<file path="config.mk">
export PLATFORM = sky130hd
export DESIGN_NAME = frfcfs_request_picker
export DESIGN_NICKNAME = d
export VERILOG_FILES = /design/src/design/frp_pkg.sv /design/src/design/frp_compare.sv /design/src/design/frfcfs_request_picker.sv
export SDC_FILE = /design/constraint.sdc
export NUM_CORES = 1
export LEC_CHECK = 0
export ABC_AREA = 1
export ABC_CLOCK_PERIOD_IN_PS = 7900
export BUFFER_PORTS_ARGS = -buffer_cell sky130_fd_sc_hd__buf_2
export CORE_UTILIZATION = 35
export DETAILED_ROUTE_END_ITERATION = 16
export GPL_TIMING_DRIVEN = 0
export PLACE_DENSITY = 0.61
export SYNTH_ARGS = -nofsm -noshare
export SYNTH_HDL_FRONTEND = slang
export SYNTH_SLANG_ARGS = --single-unit
</file>
<file path="constraint.sdc">
create_clock -name clk -period 7.9 [get_ports clk]
set_input_delay 1.185 -clock clk [delete_from_list [all_inputs] [get_ports clk]]
set_output_delay 1.185 -clock clk [all_outputs]
set_load 0.1 [all_outputs]
</file>
<file path="src/design/frp_pkg.sv">
// ----------------------------------------------------------------------------
// frp_pkg
// shared types and register indexes for the request picker
// ----------------------------------------------------------------------------
package frp_pkg;

  localparam int unsigned IDX_W   = 5;
  localparam int unsigned ARR_W   = 32;
  localparam int unsigned CAP_W   = 32;
  localparam int unsigned CFG_A_W = 1;

  // register indexes on the configuration channel
  localparam logic [CFG_A_W-1:0] CFG_ROWHIT_PRIORITY = 1'd0;
  localparam logic [CFG_A_W-1:0] CFG_STARVE_CAP      = 1'd1;

  typedef struct packed {
    logic [IDX_W-1:0] index;
    logic             ready;
    logic             hit;
  } frp_entry_t;

  typedef struct packed {
    logic             rowhit_priority;
    logic [CAP_W-1:0] starve_cap;
  } frp_cfg_t;

endpackage

</file>
<file path="src/design/frp_compare.sv">
// ----------------------------------------------------------------------------
// frp_compare
// decides whether the held candidate stays ahead of a new queue entry
// ----------------------------------------------------------------------------
module frp_compare #(
  parameter int unsigned TW = 32
) (
  input  frp_pkg::frp_cfg_t   cfg,
  input  frp_pkg::frp_entry_t best,
  input  logic [TW-1:0]       best_arrival,
  input  frp_pkg::frp_entry_t cur,
  input  logic [TW-1:0]       cur_arrival,
  output logic                keep
);
  import frp_pkg::*;

  localparam int unsigned SW = ((TW > CAP_W) ? TW : CAP_W) + 1;

  logic [SW-1:0] best_plus_cap;
  logic [SW-1:0] cur_plus_cap;
  logic          cap_on;
  logic          best_starves;
  logic          cur_starves;

  // one bit wider so the sums never wrap
  assign best_plus_cap = SW'(best_arrival) + SW'(cfg.starve_cap);
  assign cur_plus_cap  = SW'(cur_arrival) + SW'(cfg.starve_cap);
  assign cap_on        = (cfg.starve_cap != '0);
  assign best_starves  = cap_on && (best_plus_cap < SW'(cur_arrival));
  assign cur_starves   = cap_on && (cur_plus_cap < SW'(best_arrival));

  always_comb begin
    priority if (best.ready != cur.ready) begin
      keep = best.ready;
    end else if (cfg.rowhit_priority && best_starves) begin
      keep = 1'b1;
    end else if (cfg.rowhit_priority && cur_starves) begin
      keep = 1'b0;
    end else if (cfg.rowhit_priority && (best.hit != cur.hit)) begin
      keep = best.hit;
    end else begin
      keep = (best_arrival <= cur_arrival);
    end
  end

endmodule

</file>
<file path="src/design/frfcfs_request_picker.sv">
// ----------------------------------------------------------------------------
// frfcfs_request_picker
// first-ready, first-come-first-served request picker with row-hit tier
// ----------------------------------------------------------------------------
// Takes one pending-queue entry per clock cycle, back to back, and keeps the
// best entry seen so far in the round; the entry marked with tlast closes the
// round; its chosen index passes through the input register and then the result
// register before it leaves on the result channel. The rate is set by the
// combinational compare of each entry against the held best.
// Input stalls only while a finished round waits behind an untaken result.
// Configuration writes are taken every cycle and are meant for idle periods.
module frfcfs_request_picker #(
  parameter int unsigned TIME_WIDTH = 32
) (
  input  logic                          clk,
  input  logic                          rst_n,
  // [4:0] entry_index, [5] is_ready, [6] row_hit, [38:7] arrival_time, [39] zero
  input  logic [39:0]                   in_tdata,
  input  logic                          in_tlast,
  input  logic                          in_tvalid,
  output logic                          in_tready,
  // [4:0] chosen_index, [5] chosen_ready, [6] chosen_row_hit, [7] zero
  output logic [7:0]                    out_tdata,
  output logic                          out_tvalid,
  input  logic                          out_tready,
  input  logic [frp_pkg::CFG_A_W-1:0]   cfg_index,
  input  logic [frp_pkg::CAP_W-1:0]     cfg_data,
  input  logic                          cfg_valid,
  output logic                          cfg_ready
);
  import frp_pkg::*;

  localparam int unsigned TW = (TIME_WIDTH < ARR_W) ? TIME_WIDTH : ARR_W;

  frp_cfg_t   cfg_r;
  logic       v_r;
  frp_entry_t ent_r;
  logic [TW-1:0] arr_r;
  logic       last_r;
  logic       have_r;
  frp_entry_t best_r;
  logic [TW-1:0] best_arr_r;
  logic       out_valid_r;
  frp_entry_t out_r;

  logic       keep;
  logic       take;
  logic       adv;
  logic       out_free;
  logic       in_acc;

  assign cfg_ready  = 1'b1;
  assign out_free   = !out_valid_r || out_tready;
  assign adv        = v_r && (!last_r || out_free);
  assign in_tready  = !v_r || adv;
  assign in_acc     = in_tvalid && in_tready;
  assign take       = !have_r || !keep;
  assign out_tvalid = out_valid_r;
  assign out_tdata  = {1'b0, out_r.hit, out_r.ready, out_r.index};

  frp_compare #(.TW(TW)) u_cmp (
    .cfg          (cfg_r),
    .best         (best_r),
    .best_arrival (best_arr_r),
    .cur          (ent_r),
    .cur_arrival  (arr_r),
    .keep         (keep)
  );

  always_ff @(posedge clk) begin
    if (!rst_n) begin
      cfg_r       <= '0;
      v_r         <= 1'b0;
      have_r      <= 1'b0;
      out_valid_r <= 1'b0;
    end else begin
      if (cfg_valid) begin
        unique case (cfg_index)
          CFG_ROWHIT_PRIORITY: cfg_r.rowhit_priority <= cfg_data[0];
          CFG_STARVE_CAP:      cfg_r.starve_cap      <= cfg_data;
          default: ;
        endcase
      end
      if (in_acc) begin
        v_r <= 1'b1;
      end else if (adv) begin
        v_r <= 1'b0;
      end
      if (adv) begin
        have_r <= !last_r;
      end
      if (adv && last_r) begin
        out_valid_r <= 1'b1;
      end else if (out_tready) begin
        out_valid_r <= 1'b0;
      end
    end
  end

  always_ff @(posedge clk) begin
    if (in_acc) begin
      ent_r.index <= in_tdata[4:0];
      ent_r.ready <= in_tdata[5];
      ent_r.hit   <= in_tdata[6];
      arr_r       <= in_tdata[7 +: TW];
      last_r      <= in_tlast;
    end
    if (adv && take) begin
      best_r     <= ent_r;
      best_arr_r <= arr_r;
    end
    if (adv && last_r) begin
      out_r <= take ? ent_r : best_r;
    end
  end

  a_stall_only_on_full_result: assert property (@(posedge clk) disable iff (!rst_n)
    !in_tready |-> (v_r && last_r && out_valid_r && !out_tready))
    else $error("input stalled without a pending result");

  a_last_gives_result: assert property (@(posedge clk) disable iff (!rst_n)
    (adv && last_r) |=> out_valid_r)
    else $error("closed round produced no result");

  a_round_resets: assert property (@(posedge clk) disable iff (!rst_n)
    (adv && last_r) |=> !have_r)
    else $error("candidate survived end of round");

  a_round_holds: assert property (@(posedge clk) disable iff (!rst_n)
    (adv && !last_r) |=> have_r)
    else $error("candidate lost mid round");

endmodule
</file>
## Word-level counts from Yosys, hierarchy flattened

Index checks and enable logic that the tools add are counted.

- Muxes and demuxes: 9
- Reduce and logical (&&, ||, !) cells: 23
- $add $sub $neg: 2
- Equal/unequal tests: 2
- Magnitude comparators: 3
- Bitwise gates (word level): 1

Operators with widths:

| kind | count |
|---|---|
| adder 32 x 32 -> 33 bit | 2 |
| < comparator 33 x 32 -> 1 bit | 2 |
| less-or-equal comparator 32 bit | 1 |
| nonzero test 32 bit | 1 |
| logical AND 1 bit | 9 |
| two-way mux 1 bit | 8 |
| two-way mux 7 bit | 1 |
| zero test 1 bit | 5 |
| logical OR 1 bit | 4 |
| AND reduction 2 bit | 2 |
| nonzero test 2 bit | 2 |
| != test 1 bit | 2 |
| NOT 1 bit | 1 |

- Register bits after elaboration: 122
- Output and inout bits: 11
- Bits of input ports: 79
- Word-level logic and storage cells: 57

## Logic depth before layout (Yosys ltp)

Gate-level depths: netlist of run 1.

- Word-level depth: 10
- Depth in mapped cells: 32
- Mapped depth without buffers: 32

## Cells and area by module

From an unflattened synthesis of run 1, not the netlist that was laid out.

- Cells, all modules: 1243
- Area, all modules: 9940.8 um2

By module, submodules not included:

| module | cells an instance | area an instance (um2) | sequential area each (um2) | times used |
|---|---|---|---|---|
| frp_compare | 963 | 5955.7 | 0.0 | 1 |
| frfcfs_request_picker | 280 | 3985.1 | 3303.2 | 1 |

## Least setup slack after synthesis of run 1

OpenSTA, ideal clock, no wires.

- Path kind: register -> register
- From: register arr_r[0]
- To: register best_arr_r[0] (enable)
- Slack: 2.354 ns
- Required time: 7.452 ns
- Path buffers: 0
- Library setup time: 0.448 ns
- Stages on the path, launching flop included: 28
- Arrival time: 5.097 ns
- Clock period less this slack: 5.546 ns
- Path through: edfxtp_1 > ha_1 > inv_1 > fa_1 > o21ai_2 > a21boi_2 > o21ai_4 > a21boi_2 > inv_2 > nand2_1 > nand2_1 > a21oi_2 > o21ai_1 > xor2_1 > ha_1 > a21oi_1 > o21ai_0 > nor2_1 > nand2_1 > nand2_1 > nand2_1 > nand2_1 > nand2_1 > nand2_1 > nand2_1 > nand2_1 > nand3_4 > a21oi_1

- Longest elaborated chain between the ends: 10
- Elaborated cells between the ends (all ways): 15
- Those cells by class: 1 x add/sub; 3 x order compare; 4 x mux; 7 x reduce/logical

RTL lines:

| what | RTL line | text |
|---|---|---|
| from (decl) | frfcfs_request_picker.sv:38 | `logic [TW-1:0] arr_r;` |
| from (signal assigned) | frfcfs_request_picker.sv:105 | `arr_r <= in_tdata[7 +: TW];` |
| adder 32 x 32 -> 33 bit | frp_compare.sv:27 | `assign cur_plus_cap = SW'(cur_arrival) + SW'(cfg.starve_cap);` |
| < comparator 33 x 32 -> 1 bit | frp_compare.sv:30 | `assign cur_starves = cap_on && (cur_plus_cap < SW'(best_arrival));` |
| logical AND 1 bit | frp_compare.sv:30 |  |
| logical AND 1 bit | frp_compare.sv:37 | `end else if (cfg.rowhit_priority && cur_starves) begin` |
| two-way mux 1 bit | frp_compare.sv:37 |  |
| two-way mux 1 bit (*) | frp_compare.sv:35 | `end else if (cfg.rowhit_priority && best_starves) begin` |
| two-way mux 1 bit (*) | frp_compare.sv:33 | `priority if (best.ready != cur.ready) begin` |
| zero test 1 bit (*) | frfcfs_request_picker.sv:57 | `assign take = !have_r \|\| !keep;` |
| logical OR 1 bit (*) | frfcfs_request_picker.sv:57 |  |
| logical AND 1 bit (*) | frfcfs_request_picker.sv:108 | `if (adv && take) begin` |
| to (signal assigned) | frfcfs_request_picker.sv:110 | `best_arr_r <= arr_r;` |
| to (decl) | frfcfs_request_picker.sv:42 | `logic [TW-1:0] best_arr_r;` |

Every way passes the cells marked *; elsewhere a longest branch is shown, timed or not.
A chain may end at the register's enable or synchronous reset.

## Worst setup path in the final report of run 1

- From: register cfg_r[1] (netlist bit)
- To: register best_arr_r[8] (enable)

- Longest elaborated chain between the ends: 10
- Elaborated cells between the ends (all ways): 15
- Those cells by class: 2 x add/sub; 2 x order compare; 3 x mux; 8 x reduce/logical

RTL lines:

| what | RTL line | text |
|---|---|---|
| from (decl) | frfcfs_request_picker.sv:35 | `frp_cfg_t cfg_r;` |
| adder 32 x 32 -> 33 bit | frp_compare.sv:27 |  |
| < comparator 33 x 32 -> 1 bit | frp_compare.sv:30 |  |
| logical AND 1 bit | frp_compare.sv:30 |  |
| logical AND 1 bit | frp_compare.sv:37 |  |
| two-way mux 1 bit | frp_compare.sv:37 |  |
| two-way mux 1 bit (*) | frp_compare.sv:35 |  |
| two-way mux 1 bit (*) | frp_compare.sv:33 |  |
| zero test 1 bit (*) | frfcfs_request_picker.sv:57 |  |
| logical OR 1 bit (*) | frfcfs_request_picker.sv:57 |  |
| logical AND 1 bit (*) | frfcfs_request_picker.sv:108 |  |

Marks and branches as above.

==> impl_metrics.json, run 1 <==
{
  "rsz0062_at_grt": "no",
  "yosys.cell_types.count": 43,
  "die_h_um": 167.5,
  "via_per_inst": 5.034,
  "numPortBuffers": 86,
  "die-area_sq_mm": 0.02806,
  "cts_inserted_buffers": 17,
  "cp.depth": 27,
  "crit_top_cell": "nand2_1",
  "finalClockSkew_ns": 0.01104,
  "slowest_delay_ns": 0.66,
  "wl_per_cell_um": 15.70,
  "slowest_stage": "a21oi_4",
  "async_flop_share_pct": 0,
  "drv_cap": 0,
  "period_needed_ns": 5.095,
  "p_per_area_mw_per_mm2": 193.2,
  "r2r_slack_ns": 2.80,
  "slew_violations": 0,
  "worstReg2RegEnd": "best_arr_r[8]",
  "ff2ff_path_depth": 27,
  "syn_to_final_growth_pct": 15.70,
  "postSynthAreaPerCell_sq_um": 8.215,
  "overflow": 0,
  "critPathLaunch": "cfg_r[1]",
  "status": "finished, final reports clean",
  "worst_ir_drop_vdd_v": 0.0001295,
  "cts_setup_buffers": 0,
  "leakagePower_nw": 5.279,
  "synth_edf_count": 86,
  "crit_end": "best_arr_r[8]",
  "dr.pass1.iters": 5,
  "arrival_ns": 5.22,
  "fin_crit_sh_pct": 64.49,
  "post-place-ws_ns": 2.743,
  "io_pins": 90,
  "r2r_start": "cfg_r[1]",
  "start_util_pct": 35.67,
  "grt_max_degree": 24,
  "dp.final_hpwl_mm": 21.20,
  "drc": 0,
  "rows": 60,
  "cp_data_required_time_ns": 8.02,
  "yosysTopAreaCellShare_pct": 26.94,
  "clk_pin_slew_ns": 0.06,
  "cts_tree": "yes",
  "finalPower_mw": 2.143,
  "clock-sinks": 122,
  "grtUsageTotal_pct": 18.71,
  "yosysSeqAreaShare_pct": 34.46,
  "via_count": 8195,
  "root_buffer": "clkbuf_16",
  "final_util_pct": 41.27,
  "synthesis.area_sq_mm": 0.009587,
  "critical_path.top_delay_family": "compound AO/OA/AOI/OAI gates",
  "cts_resized": 0,
  "crit_type": "flop to flop",
  "clock.fmax_mhz": 196.3,
  "ant_nets": 0,
  "setup_viol_count_final": 0,
  "worst_pin_slew_ns": 0.8683,
  "die_w_um": 167.5,
  "clkLatencyLatePin_ns": 0.43,
  "yosysTopAreaCell": "edfxtp_1",
  "synth_warnings": 0,
  "hold_class": "flop to flop",
  "final_layout_size_suffix_gt1_share_pct": 10.96,
  "cts_max_path_buffers": 2,
  "antenna_found_initial": 0,
  "synth_fp_nets": 1406,
  "netlist_instances": 1167,
  "fin_ws_ns": 2.805,
  "grt_pass1_vias": 8090,
  "diodes": 0,
  "path_max_fanout": 21,
  "startpoint_type": "flop",
  "grt_pass1_wl_mm": 40.70,
  "slew_headroom_pct": 42.11,
  "end_kind": "flop",
  "hold_violations": 0,
  "synth.area.top_cells": "edfxtp_1, ha_1, dfxtp_1",
  "ys_ff_latch": 122,
  "fin_setup_tns_ns": 0,
  "postCtsHoldBufs": 0,
  "drt_iter0_drc": 440,
  "gp_congestion": 0.8972,
  "fin_nets": 1513,
  "ys.flop_type": "edfxtp_1",
  "htree_levels": 4,
  "core_region_area_sq_mm": 0.02688,
  "cp_num_buf_inv": 3,
  "drt_wl_total_mm": 25.56
}
worst min-delay path by stage:
stage	startpoint	endpoint	depth (start not counted)	slack [ns]
after global placement	ent_r[3]	best_r[3]	0	0.43
after CTS	ent_r[4]	best_r[4]	0	0.45
final	ent_r[4]	best_r[4]	0	0.45
after floorplan	ent_r[2]	best_r[2]	0	0.43
after detailed placement	ent_r[4]	best_r[4]	0	0.43
after global routing	ent_r[3]	best_r[3]	0	0.47
metal layers:
layer	routed length [um]	vias to the layer above	global-route usage, %
met4	456	0	6.063
met5	0	-	0
met3	1025	28	2.364
met1	12760	3717	25.56
li1	-	4265	-
met2	11320	185	30.56
area by class of cell:
cell class | count | area, sq um
multi-input cells | 893 | 5717
well taps | 341 | 426.7
clock inverters | 14 | 146.4
flip-flops and latches | 122 | 3303
repair buffers | 88 | 470.5
inverters | 141 | 529.3
plain buffers | 11 | 48.80
clock buffers | 18 | 450.4
fillers | 2713 | 15780
worst register-to-register path: stages (launching register included):
cell and delay [ns]:
dfxtp_1 0.46, inv_1 0.15, fa_1 0.49, o21ai_2 0.23, a21boi_2 0.12, o21ai_4 0.25
a21boi_2 0.11, inv_2 0.09, nand2_1 0.05, nand2_1 0.15, a21oi_2 0.10, o21ai_1 0.17
xor2_1 0.16, ha_1 0.26, a21oi_1 0.14, o21ai_0 0.09, nor2_1 0.11, nand2_1 0.08
nand2_1 0.06, nand2_1 0.04, nand2_1 0.05, nand2_1 0.06, nand2_1 0.07, nand2_1 0.10
nand2_1 0.12, nand3_4 0.14, a21oi_4 0.66, buf_12 0.27
power by group:
part	leakage (nW)	internal (mW)	switching [mW]
clock	0.301	0.467	0.349
combinational	3.86	0.216	0.342
sequential	1.12	0.726	0.0431
total	5.28	1.41	0.734
cells in the mapped netlist (3+ instances only):
cell type / instances
o21ai_0: 81
dfxtp_1: 36
a21oi_1: 134
nor4_1: 15
nand4_1: 13
nand2_1: 186
a21boi_2: 5
a21o_1: 4
inv_1: 140
o2111ai_1: 3
nand3_1: 33
xnor2_1: 24
nor2_1: 135
nor3_1: 15
a211oi_1: 3
edfxtp_1: 86
o21bai_1: 4
o21ai_1: 12
clkbuf_1: 9
a31oi_1: 4
xor2_1: 36
o211ai_1: 3
ha_1: 158
cells by family (layout without fill, tap and decap cells):
group	count (synthesis)	count (layout)	share of synthesized area (%)
and+or+nand+nor	404	404	17.57
AOI/OAI and AO/OA	267	267	15.35
adders and majority gates	160	160	21.04
buffers and inverters	152	272	6.030
DFF	122	122	34.46
xor gates and xnor gates	60	60	5.482
other	2	2	0.07834
flip-flops by register name, indices dropped and copies added, names as in the netlist:
| signal | count |
|---|---|
| cfg_r | 33 |
| arr_r | 32 |
| best_arr_r | 32 |
| best_r | 7 |
| ent_r | 7 |
| out_tdata | 7 |
| have_r | 1 |
| last_r | 1 |
| out_tvalid | 1 |
| v_r | 1 |
metrics by stage:
stage          instance area, sq um  hold WS (ns)  instances
6_report                      11090        0.4464       1628
5_1_grt                       11090        0.4689       1628
4_1_cts                       11090        0.4476       1628
3_5_place_dp                  10500        0.4331       1596
3_3_place_gp                  10440        0.4300       1594
2_1_floorplan                  9587        0.4268       1167
cells in the final DEF (no fill, tap or decap), types with 3 or more instances in the layout:
cell type	netlist	final
a211oi_1	3	3
a21boi_2	5	5
a21o_1	4	4
a21oi_1	134	133
a31oi_1	4	4
buf_2	0	86
clkbuf_1	9	9
clkbuf_16	0	18
dfxtp_1	36	36
edfxtp_1	86	86
ha_1	158	158
inv_1	140	139
inv_4	0	3
inv_6	0	6
inv_8	0	4
nand2_1	186	186
nand3_1	33	33
nand4_1	13	13
nor2_1	135	135
nor3_1	15	15
nor4_1	15	15
o2111ai_1	3	3
o211ai_1	3	3
o21ai_0	81	81
o21ai_1	12	12
o21bai_1	4	4
xnor2_1	24	24
xor2_1	36	36
Note: power is estimated with default switching activity, not from simulation.
==> run 2, diff against run 1 <==
--- a/config.mk
+++ b/config.mk
@@ -5,8 +5,8 @@
 export SDC_FILE = /design/constraint.sdc
 export NUM_CORES = 1
 export LEC_CHECK = 0
-export ABC_AREA = 1
-export ABC_CLOCK_PERIOD_IN_PS = 7900
+export ABC_AREA = 0
+export ABC_CLOCK_PERIOD_IN_PS = 4950
 export BUFFER_PORTS_ARGS = -buffer_cell sky130_fd_sc_hd__buf_2
 export CORE_UTILIZATION = 35
 export DETAILED_ROUTE_END_ITERATION = 16
==> constraint.sdc (replaced) <==
create_clock -name clk -period 4.95 [get_ports clk]
set_input_delay 0.7425 -clock clk [delete_from_list [all_inputs] [get_ports clk]]
set_output_delay 0.7425 -clock clk [all_outputs]
set_load 0.1 [all_outputs]
==> run 2 against run 1 <==
Global-route usage is 0.26 points lower. First-iteration DRC count is 11% lower. Clock skew is 0.00075 ns higher. Via count is 3.8% lower. Fmax is 4.0% lower. Highest routed layer unchanged. Flip-flop and latch count stayed put. Register-to-register slack worse by 3.2 ns. Sequential share of layout area is 0.81 points lower. Sequential power is 56% higher. The run now ends with setup timing left. Setup slack worse by 3.2 ns.
==> impl_metrics.json, run 2 <==
{
  "syn_to_final_growth_pct": 19.40,
  "rsz0062_at_grt": "yes",
  "core_region_area_sq_mm": 0.02688,
  "p_per_area_mw_per_mm2": 274.7,
  "ant_nets": 0,
  "wl_per_cell_um": 17.22,
  "cts_max_path_buffers": 2,
  "power.internal_mw": 2.132,
  "synth_warnings": 0,
  "ys_ff_latch": 122,
  "grt_pass1_wl_mm": 39.90,
  "synth_edf_count": 86,
  "io_pins": 90,
  "worstReg2RegEnd": "best_arr_r[28]",
  "violations": "setup timing",
  "worst_pin_slew_ns": 0.9106,
  "clkLatencyLatePin_ns": 0.44,
  "yosysTopAreaCell": "edfxtp_1",
  "dr.pass1.iters": 5,
  "fin_cells": 1487,
  "cts_tree": "yes",
  "yosysTopAreaCellShare_pct": 27.04,
  "final_layout_size_suffix_gt1_share_pct": 16.93,
  "fin_area_sq_mm": 0.01140,
  "ff2ff_path_depth": 23,
  "seq_power_share_pct": 38.5,
  "leakagePower_nw": 5.243,
  "netlist_instances": 1004,
  "gp_congestion": 0.8861,
  "end_kind": "flop",
  "grt_max_degree": 22,
  "path_max_fanout": 7,
  "clock.fmax_mhz": 188.5,
  "min_to": "best_r[5]",
  "via_per_inst": 5.299,
  "drt_iter0_drc": 390,
  "largestRegisters": "cfg_r (33), arr_r (32), best_arr_r (32)",
  "grt_pass1_vias": 7523,
  "p_sw_mw": 1.000,
  "synthesis.area_sq_mm": 0.009550,
  "antenna_found_initial": 0,
  "die-area_sq_mm": 0.02795,
  "layout_common_cells": "ha_1, nand2_1, edfxtp_1, buf_2, inv_1",
  "min_from": "ent_r[5]",
  "regArea_sq_mm": 0.003303,
  "fin_ws_ns": -0.3556,
  "placed_area_sq_mm": 0.01048,
  "slew_headroom_pct": 39.29,
  "fin_setup_tns_ns": -12.84,
  "fill_cells": 2632,
  "synth_most_common_cell": "ha_1",
  "postSynthAreaPerCell_sq_um": 9.512,
  "arrival_ns": 5.46,
  "dp_cells": 1432,
  "slew_violations": 0,
  "synth.area.top_cells": "edfxtp_1, ha_1, dfxtp_1",
  "hold_path_depth": 0,
  "start_util_pct": 35.54,
  "cp_data_required_time_ns": 5.10,
  "drv_cap": 0,
  "clockPowerShare_pct": 37.2,
  "fin_nets": 1372,
  "ys.flop_type": "edfxtp_1",
  "multiInputGateArea_sq_mm": 0.006085,
  "numPortBuffers": 86,
  "finalPower_mw": 3.133,
  "clock-sinks": 122,
  "layout_commonest_cell": "ha_1",
  "yosys.cell_types.count": 69,
  "swShare_pct": 31.93,
  "yosysSeqAreaShare_pct": 34.59,
  "grtUsageTotal_pct": 18.45,
  "finalClockSkew_ns": 0.01180,
  "startpoint_type": "flop",
  "largest_reg_flops": 33,
  "async_flop_share_pct": 0,
  "diodes": 0,
  "via_count": 7880,
  "r2r_slack_ns": -0.36,
  "r2r_start": "arr_r[0]",
  "cts_inserted_buffers": 17,
  "largest_register": "cfg_r",
  "drc": 0,
  "htree_levels": 4,
  "status": "finished, violations left",
  "overflow": 0,
  "hold_violations": 0,
  "drt_wl_total_mm": 25.61,
  "period_needed_ns": 5.306,
  "power_frac_comb_pct": 24.4,
  "post-place-ws_ns": -1.492,
  "die_h_um": 167.2,
  "clk_pin_slew_ns": 0.06,
  "fin_crit_sh_pct": 107.2,
  "root_buffer": "clkbuf_16",
  "crit_type": "flop to flop",
  "synth_fp_nets": 1243,
  "hold_class": "flop to flop",
  "worst_ir_drop_vdd_v": 0.0001656,
  "postCtsHoldBufs": 0,
  "setup_viol_count_final": 45,
  "die_w_um": 167.2,
  "rows": 60,
  "dp.final_hpwl_mm": 19.57,
  "synth_common_cells": "ha_1, nand2_1, edfxtp_1"
}
run 2: how the worst max path moves through the flow:
stage | startpoint | endpoint | slack, ns
after floorplan | arr_r[0] | best_arr_r[0] | -0.12
after detailed placement | arr_r[0] | best_arr_r[15] | -1.49
after global placement | arr_r[0] | best_arr_r[15] | -1.44
after CTS | arr_r[0] | best_r[1] | -0.31
final | arr_r[0] | best_arr_r[28] | -0.36
after global routing | best_arr_r[0] | best_r[4] | -0.55
run 2: cell families after synthesis:
| family | count (synthesis) | share of synthesized area (%) |
|---|---|---|
| AOI/OAI and AO/OA | 295 | 21.24 |
| xor gates and xnor gates | 52 | 4.769 |
| adders and majority gates | 160 | 21.12 |
| buffers and inverters | 99 | 4.048 |
| DFF | 122 | 34.59 |
| muxes | 8 | 0.9302 |
| other | 2 | 0.07864 |
| and+or+nand+nor | 266 | 13.23 |
run 2: area by class of cell:
type | instances | share of cell area, %
well taps | 341 | 3.742
plain buffers | 16 | 0.6583
multi-input cells | 786 | 53.36
clock inverters | 15 | 1.009
inverters | 83 | 2.732
repair buffers | 107 | 5.804
flip-flops and latches | 122 | 28.97
clock buffers | 17 | 3.731
run 2: critical path, stage by stage (launching register included):
cell       delay [ns]
edfxtp_1         0.42
ha_2             0.22
inv_2            0.06
fa_2             0.20
nor2b_1          0.05
o21a_1           0.18
o21a_1           0.20
o31a_1           0.28
o31a_2           0.36
o31ai_4          0.30
o21ai_0          0.17
xor2_1           0.17
ha_1             0.30
a21oi_1          0.16
nor2b_1          0.06
o21ai_0          0.23
nand2_2          0.16
a2111oi_4        0.39
a31oi_2          0.20
o21ai_2          0.16
o31a_4           0.19
o31ai_4          0.11
nor2_4           0.25
clkbuf_16        0.20
run 2: power by group through the flow:
stage / sequential (mW) / clock, mW / combinational (mW)
2_1_floorplan: 1.22 / 0 / 0.508
5_1_grt: 1.21 / 1.23 / 0.852
3_3_place_gp: 1.23 / 0 / 0.685
4_1_cts: 1.21 / 1.18 / 0.749
6_report: 1.20 / 1.16 / 0.764
3_5_place_dp: 1.23 / 0 / 0.699
run 2: repair_timing:
action,CTS,global route
setup endpoints to repair,45,45
cloned,3,1
pin swaps,7,5
buffers inserted,14,5
gates resized for setup,23,11
run 2: per-stage QoR:
stage	hold slack, ns	utilization (%)
global route	0.4562	42.43
global placement	0.4325	38.85
floorplan	0.4222	-
detailed placement	0.4325	39.00
finish	0.4461	42.43
CTS	0.4482	42.03
run 2: layer usage:
metal  track usage, %  wire, um  share of wire, %  vias up
li1                 -         -                 -     3969
met1            24.96     12560                49     3715
met2            29.80     11540                45      167
met3            3.309      1039               4.1       29
met4            5.824       475               1.9        0
met5                0         0                 0        -
==> run 3, diff against run 2 <==
--- a/config.mk
+++ b/config.mk
@@ -11,7 +11,8 @@
 export CORE_UTILIZATION = 35
 export DETAILED_ROUTE_END_ITERATION = 16
 export GPL_TIMING_DRIVEN = 0
-export PLACE_DENSITY = 0.61
+export PLACE_DENSITY = 0.62
 export SYNTH_ARGS = -nofsm -noshare
 export SYNTH_HDL_FRONTEND = slang
+export SYNTH_HIERARCHICAL = 1
 export SYNTH_SLANG_ARGS = --single-unit
==> run 3 against run 2 <==
The run still ends with setup timing left. Synthesized area increased by 1.0%. Cell count increased by 2.0%. Flip-flop and latch count unchanged. Sequential share of layout area decreased by 1.9 points. Critical path depth increased by 5. Non-clock buffer count increased by 29. Largest cell class unchanged. Combinational power increased by 7.9%. Sequential power about the same. Hold slack improved by 0.010 ns. Synthesized cell count increased by 0.50%. Setup slack improved by 0.16 ns.
==> impl_metrics.json, run 3 <==
{
  "gp_congestion": 0.8841,
  "min_to": "best_r[3]",
  "core_region_area_sq_mm": 0.02703,
  "numPortBuffers": 86,
  "finalClockSkew_ns": 0.01162,
  "arrival_ns": 5.29,
  "fin_setup_tns_ns": -5.964,
  "root_buffer": "clkbuf_16",
  "via_count": 8169,
  "final_layout_size_suffix_gt1_share_pct": 26.55,
  "rows": 60,
  "grtUsageTotal_pct": 19.46,
  "swShare_pct": 32.27,
  "clkLatencyLatePin_ns": 0.43,
  "async_flop_share_pct": 0,
  "hold_violations": 0,
  "cts_max_path_buffers": 2,
  "period_needed_ns": 5.150,
  "setup_viol_count_final": 46,
  "largest_register": "cfg_r",
  "yosys.cell_types.count": 66,
  "drt_iter0_drc": 518,
  "drc": 0,
  "drt_wl_total_mm": 26.91,
  "synth_fp_nets": 1248,
  "p_per_area_mw_per_mm2": 262.5,
  "hold_class": "flop to flop",
  "path_max_fanout": 7,
  "via_per_inst": 5.389,
  "worstReg2RegEnd": "best_arr_r[15]",
  "wl_per_cell_um": 17.75,
  "worst_pin_slew_ns": 0.7426,
  "power_frac_comb_pct": 25.7,
  "largestRegisters": "cfg_r (33), arr_r (32), best_arr_r (32)",
  "seq_power_share_pct": 37.8,
  "slowest_stage": "dfxtp_4",
  "ff2ff_path_depth": 28,
  "start_util_pct": 35.70,
  "dr.pass1.iters": 4,
  "ys.flop_type": "edfxtp_1",
  "startpoint_type": "flop",
  "die_h_um": 168.0,
  "grt_max_degree": 17,
  "p_sw_mw": 1.037,
  "fin_crit_sh_pct": 104.0,
  "cts_tree": "yes",
  "die-area_sq_mm": 0.02823,
  "syn_to_final_growth_pct": 26.83,
  "power.internal_mw": 2.176,
  "synth_common_cells": "ha_1, nand2_1, a21oi_1",
  "timing.hold.ws_ns": 0.4565,
  "dp.final_hpwl_mm": 20.35,
  "violations": "setup timing",
  "hold_path_depth": 0,
  "layout_commonest_cell": "ha_1",
  "slew_violations": 0,
  "antenna_found_initial": 1,
  "cp_data_required_time_ns": 5.09,
  "clock.fmax_mhz": 194.2,
  "yosysSeqAreaShare_pct": 34.24,
  "crit_type": "flop to flop",
  "ant_nets": 0,
  "ys_ff_latch": 122,
  "final_util_pct": 45.28,
  "worst_ir_drop_vdd_v": 0.0002478,
  "overflow": 0,
  "diodes": 0,
  "min_from": "ent_r[3]",
  "die_w_um": 168.0,
  "layout_common_cells": "ha_1, nand2_1, buf_2",
  "synth_edf_count": 86,
  "synth_warnings": 6,
  "grt_pass1_vias": 8038,
  "slowest_delay_ns": 0.39,
  "io_pins": 90,
  "status": "finished, violations left",
  "clockPowerShare_pct": 36.6,
  "grt_pass1_wl_mm": 42.44,
  "synthesis.area_sq_mm": 0.009648,
  "cts_inserted_buffers": 17,
  "drv_cap": 0,
  "postSynthAreaPerCell_sq_um": 9.562,
  "end_kind": "flop",
  "clk_pin_slew_ns": 0.06,
  "clock-sinks": 122,
  "r2r_start": "cfg_r[0]",
  "leakagePower_nw": 5.373,
  "synth.area.top_cells": "edfxtp_1, ha_1, dfxtp_1",
  "fill_cells": 2537,
  "netlist_instances": 1009,
  "yosysTopAreaCell": "edfxtp_1",
  "fin_ws_ns": -0.1999,
  "slew_headroom_pct": 50.49,
  "fin_nets": 1402,
  "r2r_slack_ns": -0.20,
  "largest_reg_flops": 33,
  "yosysTopAreaCellShare_pct": 26.77,
  "htree_levels": 4,
  "synth_most_common_cell": "ha_1",
  "rsz0062_at_grt": "yes"
}
[run 3: power groups by stage]
stage	clock, mW	combinational (mW)	sequential (mW)
4_1_cts	1.19	0.802	1.21
6_report	1.17	0.824	1.21
3_3_place_gp	0	0.673	1.23
2_1_floorplan	0	0.508	1.22
3_5_place_dp	0	0.700	1.23
5_1_grt	1.24	0.914	1.22
[run 3: critical path, delay by kind of cell, from the launching register on]
family          cells  cell delay (ns)
buf+inv             6             0.73
xor+xnor            1             0.13
compound gates     13             2.06
flops               1             0.39
simple gates        4             0.45
fa+ha+maj           4             1.10
[run 3: routing by layer]
layer | global-route usage (%) | wire (um) | share of wire, %
met4 | 5.664 | 381 | 1.4
met2 | 30.33 | 11790 | 44
met3 | 3.738 | 1380 | 5.1
met1 | 27.22 | 13340 | 50
met5 | 0 | 10 | 0.037
[run 3: kinds of logic (layout without fill, tap and decap cells)]
group           Yosys count  after routing  share of synthesized area (%)
compound gates          295            295                          21.01
fa+ha+maj               161            161                          21.02
xor+xnor                 58             58                          5.265
simple gates            266            266                          13.25
flops                   122            122                          34.24
mux                       8              8                         0.9208
buf+inv                  97            263                          4.215
other cells               2              2                        0.07784
[run 3: worst max path at each step]
stage / start / endpoint / slack (ns) / cells past startpoint
after global routing: arr_r[0] / best_arr_r[15] / -0.37 / 28
after detailed placement: cfg_r[0] / best_arr_r[13] / -1.19 / 24
final: cfg_r[0] / best_arr_r[15] / -0.20 / 28
after CTS: arr_r[0] / best_arr_r[10] / -0.15 / 28
after global placement: cfg_r[0] / best_arr_r[23] / -1.67 / 23
after floorplan: arr_r[0] / best_arr_r[0] / -0.1 / 23
[run 3: timing repair]
action | in CTS | in global routing
endpoints found under the setup margin | 46 | 46
resized for setup | 87 | 15
setup buffers | 40 | 6
cloned | 1 | 0
hold endpoints to repair | 0 | 0
hold buffers | 0 | 0
pin swaps | 47 | 18
[run 3: layout make-up]
type / instances / area, sq um / area share (%)
clock inverters: 14 / 117.6 / 0.9611
flip-flops and latches: 122 / 3312 / 27.07
inverters: 80 / 300.3 / 2.454
plain buffers: 16 / 102.6 / 0.8384
well taps: 341 / 426.7 / 3.487
clock buffers: 17 / 425.4 / 3.476
multi-input cells: 790 / 6610 / 54.02
repair buffers: 136 / 942.2 / 7.699
[run 3: metrics by stage]
stage               area, sq um  power, mW  setup slack (ns)  std cells
global route              12240      3.372           -0.3720       1516
global placement          10620      1.907            -1.672       1436
detailed placement        10750      1.930            -1.186       1440
finish                    12240      3.213           -0.1999       1516
floorplan                  9763      1.727          -0.09689       1009
CTS                       12150      3.203           -0.1466       1512
